`config.mk`:
```
export PLATFORM = sky130hd
export DESIGN_NAME = sorted_open_list_queue
export DESIGN_NICKNAME = d
export VERILOG_FILES = /design/src/hw/rtl/solq_pkg.sv /design/src/hw/rtl/sorted_open_list_queue.sv /design/src/hw/rtl/solq_ram.sv /design/src/hw/rtl/solq_ctrl.sv
export SDC_FILE = /design/constraint.sdc
export NUM_CORES = 2
export LEC_CHECK = 0
export BUFFER_PORTS_ARGS = -buffer_cell sky130_fd_sc_hd__buf_2
export CAP_MARGIN = 20
export CORE_MARGIN = 3
export CORE_UTILIZATION = 40
export DETAILED_ROUTE_END_ITERATION = 8
export PLACE_DENSITY_LB_ADDON = 0.05
export SLEW_MARGIN = 20
export SYNTH_ARGS = -nofsm -noshare
export SYNTH_HDL_FRONTEND = slang
export SYNTH_HIERARCHICAL = 1
export SYNTH_SLANG_ARGS = --single-unit
```
`constraint.sdc`:
```
create_clock -name clk_i -period 7 [get_ports clk_i]
set_clock_uncertainty 0.2 [all_clocks]
set_input_delay 1.05 -clock clk_i [delete_from_list [all_inputs] [get_ports clk_i]]
set_output_delay 1.05 -clock clk_i [all_outputs]
set_load 0.01 [all_outputs]
```
`src/hw/rtl/solq_pkg.sv`:
```
package solq_pkg;

  // Queue geometry.
  localparam int unsigned CAPACITY  = 64;
  localparam int unsigned KEY_BITS  = 16;
  localparam int unsigned COST_BITS = 16;

  localparam int unsigned ADDR_W  = $clog2(CAPACITY);
  localparam int unsigned CNT_W   = $clog2(CAPACITY + 1);
  localparam int unsigned ENTRY_W = KEY_BITS + COST_BITS;

  // Stream widths, padded to whole bytes.
  localparam int unsigned FUNC_W       = 3;
  localparam int unsigned STATUS_W     = 2;
  localparam int unsigned IN_RAW_W     = KEY_BITS + COST_BITS;
  localparam int unsigned IN_DATA_W    = ((IN_RAW_W + 7) / 8) * 8;
  localparam int unsigned OUT_RAW_W    = STATUS_W + 1 + KEY_BITS + COST_BITS + CNT_W;
  localparam int unsigned OUT_DATA_W   = ((OUT_RAW_W + 7) / 8) * 8;

  // Operation codes; codes five to seven are ignored.
  typedef enum logic [FUNC_W-1:0] {
    OP_PUSH     = 3'd0,
    OP_POP      = 3'd1,
    OP_REMOVE   = 3'd2,
    OP_CONTAINS = 3'd3,
    OP_CLEAR    = 3'd4
  } func_e;

  // Result status codes.
  typedef enum logic [STATUS_W-1:0] {
    ST_OK        = 2'd0,
    ST_EMPTY     = 2'd1,
    ST_NOT_FOUND = 2'd2,
    ST_FULL      = 2'd3
  } status_e;

  // Sequencer states.
  typedef enum logic [3:0] {
    S_IDLE,
    S_FIND_RD,
    S_FIND_CHK,
    S_DEL_RD,
    S_DEL_WR,
    S_INS_RD,
    S_INS_CHK,
    S_HEAD_RD,
    S_DONE
  } state_e;

  // One request as it enters the sequencer.
  typedef struct packed {
    func_e                func;
    logic [KEY_BITS-1:0]  key;
    logic [COST_BITS-1:0] cost;
  } req_t;

  // One result as it leaves the sequencer.
  typedef struct packed {
    logic [CNT_W-1:0]     occupancy;
    logic [COST_BITS-1:0] head_cost;
    logic [KEY_BITS-1:0]  head_key;
    logic                 found;
    status_e              status;
  } res_t;

endpackage

```
`src/hw/rtl/sorted_open_list_queue.sv`:
```
// Sorted open-list queue: holds up to 64 (key, cost) entries in ascending cost
// order in a RAM with a registered read, walked by a small sequencer that
// reads, compares and moves one entry at a time. A push drops an older
// entry with the same key when the new cost is lower, then shifts
// larger-or-equal costs up by one and inserts in front of them; pop, remove,
// contains and clear work in place. Each request returns one result with the
// status, the found flag, the head after the request and the occupancy. A
// clear, an ignored code or a push into a full queue visits no entry. The
// result enters the output register at the edge that makes the input ready
// again; while that register holds an untaken result, a finished request
// waits.
module sorted_open_list_queue import solq_pkg::*; (
  input  logic                  clk_i,
  input  logic                  rst_ni,
  input  logic                  s_axis_tvalid,
  output logic                  s_axis_tready,
  // Fields from bit 0: item_key, item_cost.
  input  logic [IN_DATA_W-1:0]  s_axis_tdata,
  // Fields from bit 0: func.
  input  logic [FUNC_W-1:0]     s_axis_tuser,
  output logic                  m_axis_tvalid,
  input  logic                  m_axis_tready,
  // Fields from bit 0: status, found, head_key, head_cost, occupancy.
  output logic [OUT_DATA_W-1:0] m_axis_tdata
);

  req_t req;
  res_t res, out_q;
  logic res_valid, res_ready, out_valid_q;

  // Unpack the incoming request.
  assign req.func = func_e'(s_axis_tuser);
  assign req.key  = s_axis_tdata[KEY_BITS-1:0];
  assign req.cost = s_axis_tdata[KEY_BITS+COST_BITS-1:KEY_BITS];

  solq_ctrl u_ctrl (
    .clk_i       (clk_i),
    .rst_ni      (rst_ni),
    .req_valid_i (s_axis_tvalid),
    .req_ready_o (s_axis_tready),
    .req_i       (req),
    .res_valid_o (res_valid),
    .res_ready_i (res_ready),
    .res_o       (res)
  );

  // Output register takes a result when empty or being drained.
  assign res_ready = !out_valid_q || m_axis_tready;

  always_ff @(posedge clk_i or negedge rst_ni) begin
    if (!rst_ni) begin
      out_valid_q <= 1'b0;
    end else if (res_ready) begin
      out_valid_q <= res_valid;
    end
  end

  always_ff @(posedge clk_i) begin
    if (res_ready && res_valid) begin
      out_q <= res;
    end
  end

  assign m_axis_tvalid = out_valid_q;
  assign m_axis_tdata  = {{(OUT_DATA_W - OUT_RAW_W){1'b0}}, out_q};

endmodule

```
`src/hw/rtl/solq_ram.sv`:
```
module solq_ram #(
  parameter int unsigned Depth = 64,
  parameter int unsigned DataW = 32,
  parameter int unsigned AddrW = $clog2(Depth)
) (
  input  logic             clk_i,
  input  logic             we_i,
  input  logic [AddrW-1:0] waddr_i,
  input  logic [DataW-1:0] wdata_i,
  input  logic             re_i,
  input  logic [AddrW-1:0] raddr_i,
  output logic [DataW-1:0] rdata_o
);

  logic [DataW-1:0] mem [Depth];

  // Single write port.
  always_ff @(posedge clk_i) begin
    if (we_i) begin
      mem[waddr_i] <= wdata_i;
    end
  end

  // Registered read port; the data holds while no read is issued.
  always_ff @(posedge clk_i) begin
    if (re_i) begin
      rdata_o <= mem[raddr_i];
    end
  end

endmodule

```
`src/hw/rtl/solq_ctrl.sv`:
```
module solq_ctrl import solq_pkg::*; (
  input  logic clk_i,
  input  logic rst_ni,
  input  logic req_valid_i,
  output logic req_ready_o,
  input  req_t req_i,
  output logic res_valid_o,
  input  logic res_ready_i,
  output res_t res_o
);

  state_e               state_q, state_d;
  func_e                op_q, op_d;
  logic [KEY_BITS-1:0]  key_q, key_d;
  logic [COST_BITS-1:0] cost_q, cost_d;
  logic [CNT_W-1:0]     idx_q, idx_d;
  logic [CNT_W-1:0]     total_q, total_d;
  status_e              status_q, status_d;
  logic                 found_q, found_d;

  logic                 ram_we, ram_re;
  logic [ADDR_W-1:0]    ram_waddr, ram_raddr;
  logic [ENTRY_W-1:0]   ram_wdata, ram_rdata;
  logic [KEY_BITS-1:0]  rd_key;
  logic [COST_BITS-1:0] rd_cost;
  logic [ENTRY_W-1:0]   new_entry;
  logic [CNT_W-1:0]     idx_inc, idx_dec;
  logic                 key_hit, cost_lower, shift_up, last_find, del_last;
  logic                 is_full, is_empty, idx_zero;

  // Entry store: cost in the upper half, key in the lower half.
  solq_ram #(
    .Depth (CAPACITY),
    .DataW (ENTRY_W)
  ) u_ram (
    .clk_i   (clk_i),
    .we_i    (ram_we),
    .waddr_i (ram_waddr),
    .wdata_i (ram_wdata),
    .re_i    (ram_re),
    .raddr_i (ram_raddr),
    .rdata_o (ram_rdata)
  );

  // Shared compare unit working on the entry just read.
  assign rd_key     = ram_rdata[KEY_BITS-1:0];
  assign rd_cost    = ram_rdata[ENTRY_W-1:KEY_BITS];
  assign new_entry  = {cost_q, key_q};
  assign key_hit    = (rd_key == key_q);
  assign cost_lower = (cost_q < rd_cost);
  assign shift_up   = (rd_cost >= cost_q);
  assign idx_inc    = idx_q + CNT_W'(1);
  assign idx_dec    = idx_q - CNT_W'(1);
  assign last_find  = (idx_inc == total_q);
  assign del_last   = (idx_inc >= total_q);
  assign idx_zero   = (idx_q == '0);
  assign is_full    = (total_q == CNT_W'(CAPACITY));
  assign is_empty   = (total_q == '0);

  // Next state.
  always_comb begin
    state_d = state_q;
    unique case (state_q)
      S_IDLE: begin
        if (req_valid_i) begin
          unique case (req_i.func)
            OP_PUSH: begin
              if (is_full) state_d = S_HEAD_RD;
              else if (is_empty) state_d = S_INS_RD;
              else state_d = S_FIND_RD;
            end
            OP_POP: state_d = is_empty ? S_HEAD_RD : S_DEL_RD;
            OP_REMOVE, OP_CONTAINS: state_d = is_empty ? S_HEAD_RD : S_FIND_RD;
            default: state_d = S_HEAD_RD;
          endcase
        end
      end
      S_FIND_RD: state_d = S_FIND_CHK;
      S_FIND_CHK: begin
        if (key_hit) begin
          unique case (op_q)
            OP_PUSH:   state_d = cost_lower ? S_DEL_RD : S_INS_RD;
            OP_REMOVE: state_d = S_DEL_RD;
            default:   state_d = S_HEAD_RD;
          endcase
        end else if (last_find) begin
          state_d = (op_q == OP_PUSH) ? S_INS_RD : S_HEAD_RD;
        end else begin
          state_d = S_FIND_RD;
        end
      end
      S_DEL_RD: begin
        if (del_last) state_d = (op_q == OP_PUSH) ? S_INS_RD : S_HEAD_RD;
        else state_d = S_DEL_WR;
      end
      S_DEL_WR:  state_d = S_DEL_RD;
      S_INS_RD:  state_d = idx_zero ? S_HEAD_RD : S_INS_CHK;
      S_INS_CHK: state_d = shift_up ? S_INS_RD : S_HEAD_RD;
      S_HEAD_RD: state_d = S_DONE;
      S_DONE:    state_d = res_ready_i ? S_IDLE : S_DONE;
      default:   state_d = S_IDLE;
    endcase
  end

  // Memory control and handshake outputs.
  always_comb begin
    ram_we    = 1'b0;
    ram_waddr = idx_q[ADDR_W-1:0];
    ram_wdata = ram_rdata;
    ram_re    = 1'b0;
    ram_raddr = idx_q[ADDR_W-1:0];
    unique case (state_q)
      S_FIND_RD: ram_re = 1'b1;
      S_DEL_RD: begin
        ram_re    = !del_last;
        ram_raddr = idx_inc[ADDR_W-1:0];
      end
      S_DEL_WR: ram_we = 1'b1;
      S_INS_RD: begin
        if (idx_zero) begin
          ram_we    = 1'b1;
          ram_wdata = new_entry;
        end else begin
          ram_re    = 1'b1;
          ram_raddr = idx_dec[ADDR_W-1:0];
        end
      end
      S_INS_CHK: begin
        ram_we    = 1'b1;
        ram_wdata = shift_up ? ram_rdata : new_entry;
      end
      S_HEAD_RD: begin
        ram_re    = 1'b1;
        ram_raddr = '0;
      end
      default: ;
    endcase
  end

  assign req_ready_o     = (state_q == S_IDLE);
  assign res_valid_o     = (state_q == S_DONE);
  assign res_o.status    = status_q;
  assign res_o.found     = found_q;
  assign res_o.head_key  = is_empty ? '0 : rd_key;
  assign res_o.head_cost = is_empty ? '0 : rd_cost;
  assign res_o.occupancy = total_q;

  // Working registers: operands, scan index, count and status.
  always_comb begin
    op_d     = op_q;
    key_d    = key_q;
    cost_d   = cost_q;
    idx_d    = idx_q;
    total_d  = total_q;
    status_d = status_q;
    found_d  = found_q;
    unique case (state_q)
      S_IDLE: begin
        if (req_valid_i) begin
          op_d     = req_i.func;
          key_d    = req_i.key;
          cost_d   = req_i.cost;
          idx_d    = '0;
          found_d  = 1'b0;
          status_d = ST_OK;
          unique case (req_i.func)
            OP_PUSH:   if (is_full) status_d = ST_FULL;
            OP_POP:    if (is_empty) status_d = ST_EMPTY;
            OP_REMOVE: if (is_empty) status_d = ST_NOT_FOUND;
            OP_CLEAR:  total_d = '0;
            default: ;
          endcase
        end
      end
      S_FIND_CHK: begin
        if (key_hit) begin
          if (op_q == OP_PUSH && !cost_lower) idx_d = total_q;
          if (op_q == OP_CONTAINS) found_d = 1'b1;
        end else if (last_find) begin
          if (op_q == OP_PUSH) idx_d = total_q;
          if (op_q == OP_REMOVE) status_d = ST_NOT_FOUND;
        end else begin
          idx_d = idx_inc;
        end
      end
      S_DEL_RD: begin
        if (del_last) begin
          total_d = total_q - CNT_W'(1);
          idx_d   = total_q - CNT_W'(1);
        end
      end
      S_DEL_WR: idx_d = idx_inc;
      S_INS_RD: if (idx_zero) total_d = total_q + CNT_W'(1);
      S_INS_CHK: begin
        if (shift_up) idx_d = idx_dec;
        else total_d = total_q + CNT_W'(1);
      end
      default: ;
    endcase
  end

  // Control registers.
  always_ff @(posedge clk_i or negedge rst_ni) begin
    if (!rst_ni) begin
      state_q  <= S_IDLE;
      total_q  <= '0;
      status_q <= ST_OK;
      found_q  <= 1'b0;
    end else begin
      state_q  <= state_d;
      total_q  <= total_d;
      status_q <= status_d;
      found_q  <= found_d;
    end
  end

  // Operand registers.
  always_ff @(posedge clk_i) begin
    op_q   <= op_d;
    key_q  <= key_d;
    cost_q <= cost_d;
    idx_q  <= idx_d;
  end

  // The count never exceeds the capacity.
  a_total_bound: assert property (@(posedge clk_i) disable iff (!rst_ni)
    total_q <= CNT_W'(CAPACITY))
    else $error("entry count above capacity");

  // Every write lands inside the store.
  a_write_range: assert property (@(posedge clk_i) disable iff (!rst_ni)
    ram_we |-> (idx_q < CNT_W'(CAPACITY)))
    else $error("write index out of range");

  // A finished result waits until it is taken.
  a_done_holds: assert property (@(posedge clk_i) disable iff (!rst_ni)
    (state_q == S_DONE && !res_ready_i) |=> (state_q == S_DONE))
    else $error("result dropped before it was taken");

  // A full status only comes from a push into a full queue.
  a_full_push: assert property (@(posedge clk_i) disable iff (!rst_ni)
    (state_q == S_DONE && status_q == ST_FULL) |-> (op_q == OP_PUSH && is_full))
    else $error("full status without a full push");

  // Found is only reported for a contains request.
  a_found_op: assert property (@(posedge clk_i) disable iff (!rst_ni)
    (state_q == S_DONE && found_q) |-> (op_q == OP_CONTAINS))
    else $error("found flag on a non-contains request");

endmodule

```
-- Word-level counts from Yosys, hierarchy flattened
Memory sizes are Yosys's and may differ from the RTL's. A register that Yosys moved wholly into a read port is not among the register bits.
Index checks and enable logic that the tools add are counted.
- eq/ne operators: 30
- $add $sub $neg: 4
- magnitude comparators: 3
- reductions and logical operators: 22
- muxes and demuxes: 53
- operators by type and width (kind ; count):
    $mux W7 ; 11
    $mux W32 ; 2
    $pmux W32 S2 ; 1
    $pmux W4 S9 ; 1
    $pmux W7 S5 ; 1
    $pmux W7 S4 ; 1
    $mux W4 ; 6
    $pmux W6 S3 ; 1
    $eq A16 B16 Y1 ; 1
    $eq A4 B3 Y1 const B ; 4
    $ge A16 B16 Y1 ; 1
    $lt A16 B16 Y1 ; 1
    $mux W2 ; 8
    $ne A2 B1 Y1 const B ; 8
    $add A7 B1 Y7 const B ; 2
    $logic_not A7 Y1 ; 2
    $sub A7 B1 Y7 const B ; 2
    $eq A3 B2 Y1 const B ; 4
    $mux W3 ; 4
    $pmux W4 S3 ; 1
    $reduce_and A6 Y1 ; 2
    $mux W1 ; 9
    $eq A4 B2 Y1 const B ; 2
    $pmux W4 S2 ; 1
    27 further kinds ; 36
- output and inout port bits: 50
- memories: 1
- flip-flop bits (word level): 99
- bits in writable memories: 2048
- bits of input ports: 39
- word-level logic and storage cells: 127
- memory list (name ; depth ; bits a word ; rd ports ; clocked after Yosys merged registers in ; wr ports ; RTL line ; RTL):
    u_ctrl.u_ram.mem ; 64 ; 32 ; 1 ; 1 ; 1 ; solq_ram.sv:15 ; logic [DataW-1:0] mem [Depth];

-- Logic depth before layout (Yosys ltp)
- word-level depth: 6
- depth in mapped cells: 19
- mapped depth without buffers: 13

-- By module
Netlist, hierarchy kept.
- by module, submodules not included (module ; instances ; cells each ; sequential area each (um^2) ; area an instance (um^2)):
    solq_ram ; 1 ; 3324 ; 62459.9 ; 78835.6
    solq_ctrl ; 1 ; 526 ; 1611.5 ; 4621.9
    sorted_open_list_queue ; 1 ; 53 ; 1286.2 ; 1363.8

-- Least setup slack after synthesis
No wires, ideal clock.
- path kind: flip-flop to flip-flop
- start point: reg u_ctrl.idx_q[0]
- end point: mem u_ctrl.u_ram.mem[48][0] (enable)
- stages on the path, launching flop included: 12
- buffers on the path: 1
- required time: 6339 ps
- period minus slack after synthesis: 5041 ps
- setup slack: 1959 ps
- setup time: 461 ps
- data arrival time: 4380 ps
- cell sequence: edfxtp_1 -> clkbuf_1 -> inv_1 -> ha_1 -> nor4b_4 -> nand2_2 -> nor2_1 -> inv_1 -> a21oi_1 -> nor2b_1 -> nand4b_1 -> nor3_1
- cells in the longest elaborated chain, start to end: 5
- ends and longest elaborated chain (what ; RTL line ; RTL):
    start: declaration ; solq_ctrl.sv:16 ; logic [CNT_W-1:0] idx_q, idx_d;
    start signal: assignment ; solq_ctrl.sv:222 ; idx_q <= idx_d;
    $logic_not A7 Y1 ; solq_ctrl.sv:56 ; assign idx_zero = (idx_q == '0);
    $mux W1 ; solq_ctrl.sv:120 ; if (idx_zero) begin
    $pmux W1 S2 ; solq_ctrl.sv:112 ; unique case (state_q)
    named net u_ctrl.ram_we ; solq_ctrl.sv:21 ; logic ram_we, ram_re;
    $mux W1 ; solq_ram.sv:19 ; if (we_i) begin
    $mux W1 (implied by the code) ; solq_ram.sv:20 ; mem[waddr_i] <= wdata_i;
    end: declaration ; solq_ram.sv:15 ;
The timed path passes the listed nets, and every way through them passes these cells.

-- Final worst setup path
- start point: reg u_ctrl.state_q[2]
- end point: reg u_ctrl.u_ram.rdata_o[29], read port of u_ctrl.u_ram.mem, data pin
- elaborated cells on any way between the ends: 7
- classes of those cells: eq/ne: 4; mux: 2; reduce/logical: 1
- RTL lines (what ; RTL line ; RTL):
    start: declaration ; solq_ctrl.sv:12 ; state_e state_q, state_d;
    start signal: assignment ; solq_ctrl.sv:210 ; state_q <= state_d;
    $eq A4 B3 Y1 / $eq A4 B2 Y1 (equally long branches) ; solq_ctrl.sv:112 ;
    $pmux W6 S3 (*) ; solq_ctrl.sv:112 ;
    named net u_ctrl.ram_raddr[0] ; solq_ctrl.sv:22 ; logic [ADDR_W-1:0] ram_waddr, ram_raddr;
    end: declaration ; solq_ram.sv:12 ; output logic [DataW-1:0] rdata_o
Mark *: on every way through the listed nets, which the timed path passes. The rest lies on a longest branch.
A chain may end at the register's enable or synchronous reset.

==> out/results.ini <==
[clock_network]
clk_latency_ns=0.90
postCtsSetupBuffers=0
htreeDepth=4
cts_buffers=229
clkTransAtPathRegs_ns=0.06
cts_resized=0
cts_root_buf=clkbuf_16
clock_path_buffers=3
tritoncts=yes
cts.sink_count=2179
holdBufCountCts=1

[synthesis]
ys_seq_elements=2179
yosysMostFrequentCell=edfxtp_1
synth_top_area_cell=edfxtp_1
seq_area_frac_synth_pct=77.1
synth.distinct_cells=78
ys.warnings.count=6
syn_inst=3903
synth_top_cells_by_area=edfxtp_1, mux4_2, mux2i_1
synthFlopType=edfxtp_1
synthArstFlopShare_pct=0.688
synth_edf_count=2164
syn_area_um2=84800
synth.top_cells.by_count=edfxtp_1, mux4_2, nor2_1
synth_top_area_share_pct=76.6
syn_area_per_cell_um2=21.7

[sta]
rsz0062_at_grt=false
tns_ns=0
fmax_mhz=165
finalSetupViolCount=0
fin_crit_sh_pct=86.4
finalMaxSlewViolations=0
tightest_slew_ns=1.17
setup_slack_ns=0.951
relSlewSlack_pct=21.9
finalHoldViolations=0
fin_crit_ns=6.05
timing.hold.ws_ns=0.137

[placed_design]
dp_hpwl_mm=152
globalplace.congestion=0.855
port_buffers=82
dp_slack_ns=0.862

[worst_setup_path]
cpPeakStageDelay_ns=0.85
cpLargestDelayFamily=compound AO/OA/AOI/OAI gates
critical_path_class=flip-flop to flip-flop
cp.required_ns=7.39
cpMaxStageDelayCell=a21oi_1
cp_common_cell=buf_4
crit_fanout=48
crit_path_start_kind=flip-flop
crit_buf_inv=4
critPathArrivalTime_ns=6.44
cp_cell_sequence=nor2b_1 > nand2_1 > nor3b_4 > o21ai_0 > o21ai_4 > buf_4 > buf_12 > buf_4 > mux4_2 > o22ai_1 > nor2_1 > buf_4 > a21oi_1 > nor2_1
crit_path_end_kind=flip-flop

[floorplan]
io_pins=89
start_util_pct=40.4
rows=168
die_x_um=466
die_h_um=466
die_area_um2=218000
core_area_um2=210000

[power]
power_density_nw_per_um2=530
ir_worst_vdd_mv=0.481
power_w=0.0516
p_leak_nw=30.4

[global_routing]
antenna_found_initial=16
grt_pass1_wl_mm=353
overflow=0
grt_max_degree=79
grt_pass1_vias=42100
globalRouteTotalUtil_pct=23.4

[finish]
multi_input_area_um2=19000
seq_area_um2=65400
fin_util_pct=46.3
syn2layout_area_growth_pct=14.7
nNetsFinal=4264
nFillCells=17600
drive_gt1_share_pct=28.5

[run_status]
status=completed

[routing]
wirelength_mm=253
first_iter_violations=4703
dr.pass1.iters=6
dr_total_vias=41700
drc=0
ant_nets=0
viasPerCell=5.80
wl_per_cell_um=35.2

[flow_run]
cap_viol_max_count=0

[worst_hold_path]
min-delay-path-class=input port to flip-flop

[layout by cell type, fill, tap and decap left out, types with 41 or more instances in the layout]
| cell type | instances |
|---|---|
| buf_4 | 169 |
| edfxtp_1 | 2164 |
| mux4_2 | 544 |
| clkbuf_16 | 229 |
| nor2_1 | 136 |
| clkbuf_1 | 74 |
| clkinv_1 | 47 |
| a21oi_1 | 89 |
| nor2_4 | 63 |
| mux2i_1 | 96 |
| inv_1 | 50 |
| nand2_1 | 70 |
| nor2b_1 | 41 |
| o22ai_1 | 86 |
| buf_2 | 82 |
[report_power, final]
part	switching, W	total [W]	internal, W
logic	0.0141	0.0220	0.00791
clock network	0.00508	0.0115	0.00644
registers	0.000537	0.0180	0.0175
total	0.0197	0.0516	0.0319
[metrics by stage]
stage,std cells,cell area [um2]
after global routing,7193,97300
final,7197,97300
after detailed placement,6771,90200
after global placement,6767,90100
after CTS,7192,97300
after floorplan,3908,84800
[worst paths after layout]
kind	from	endpoint	slack (ns)	depth (start not counted)
min in group asynchronous	rst_ni	u_ctrl/found_q	0.46	2
setup reg to reg	u_ctrl/state_q[2]	u_ctrl/u_ram/rdata_o[29]	0.95	14
hold / removal	s_axis_tdata[24]	u_ctrl/cost_q[8]	0.14	1
max in group asynchronous	rst_ni	u_ctrl/total_q[5]	5.78	2
setup / recovery	u_ctrl/state_q[2]	u_ctrl/u_ram/rdata_o[29]	0.95	14
hold reg to reg	u_ctrl/found_q	m_axis_tdata[2]	0.27	0
[cell families after synthesis]
| logic type | after synthesis | synth area share, % |
|---|---|---|
| xor gates and xnor gates | 35 | 0.361 |
| muxes | 672 | 16.0 |
| AOI/OAI and AO/OA | 302 | 2.32 |
| buffers and inverters | 269 | 1.54 |
| DFF | 2179 | 77.1 |
| adders and majority gates | 27 | 0.398 |
| and+or+nand+nor | 418 | 2.34 |
| other | 1 | 0.00442 |
[state kept, by name (all words and copies together), names as in the netlist]
name and cells:
u_ctrl/u_ram/mem 2048, m_axis_tdata 42, u_ctrl/u_ram/rdata_o 32, u_ctrl/cost_q 16, u_ctrl/key_q 16, u_ctrl/idx_q 7, u_ctrl/total_q 7, u_ctrl/state_q 4
u_ctrl/op_q 3, u_ctrl/status_q 2, m_axis_tvalid 1, u_ctrl/found_q 1
[cell type report]
cell class | instances | area share (%)
clock inverter | 117 | 1.08
inverter | 51 | 0.197
sequential | 2179 | 67.2
multi-input combinational | 1460 | 19.5
timing repair buffer | 277 | 2.26
clock buffer | 303 | 6.17
antenna | 5 | 0.0129
tap | 2805 | 3.61
[metal layers]
metal,part of all wire [%],up-vias,global-route usage (%)
li1,-,17000,-
met1,45,23000,35.7
met2,45,1524,35.1
met3,7.1,261,3.79
met4,2.4,0,5.88
met5,0,-,0
(Power assumes the default switching activity.)
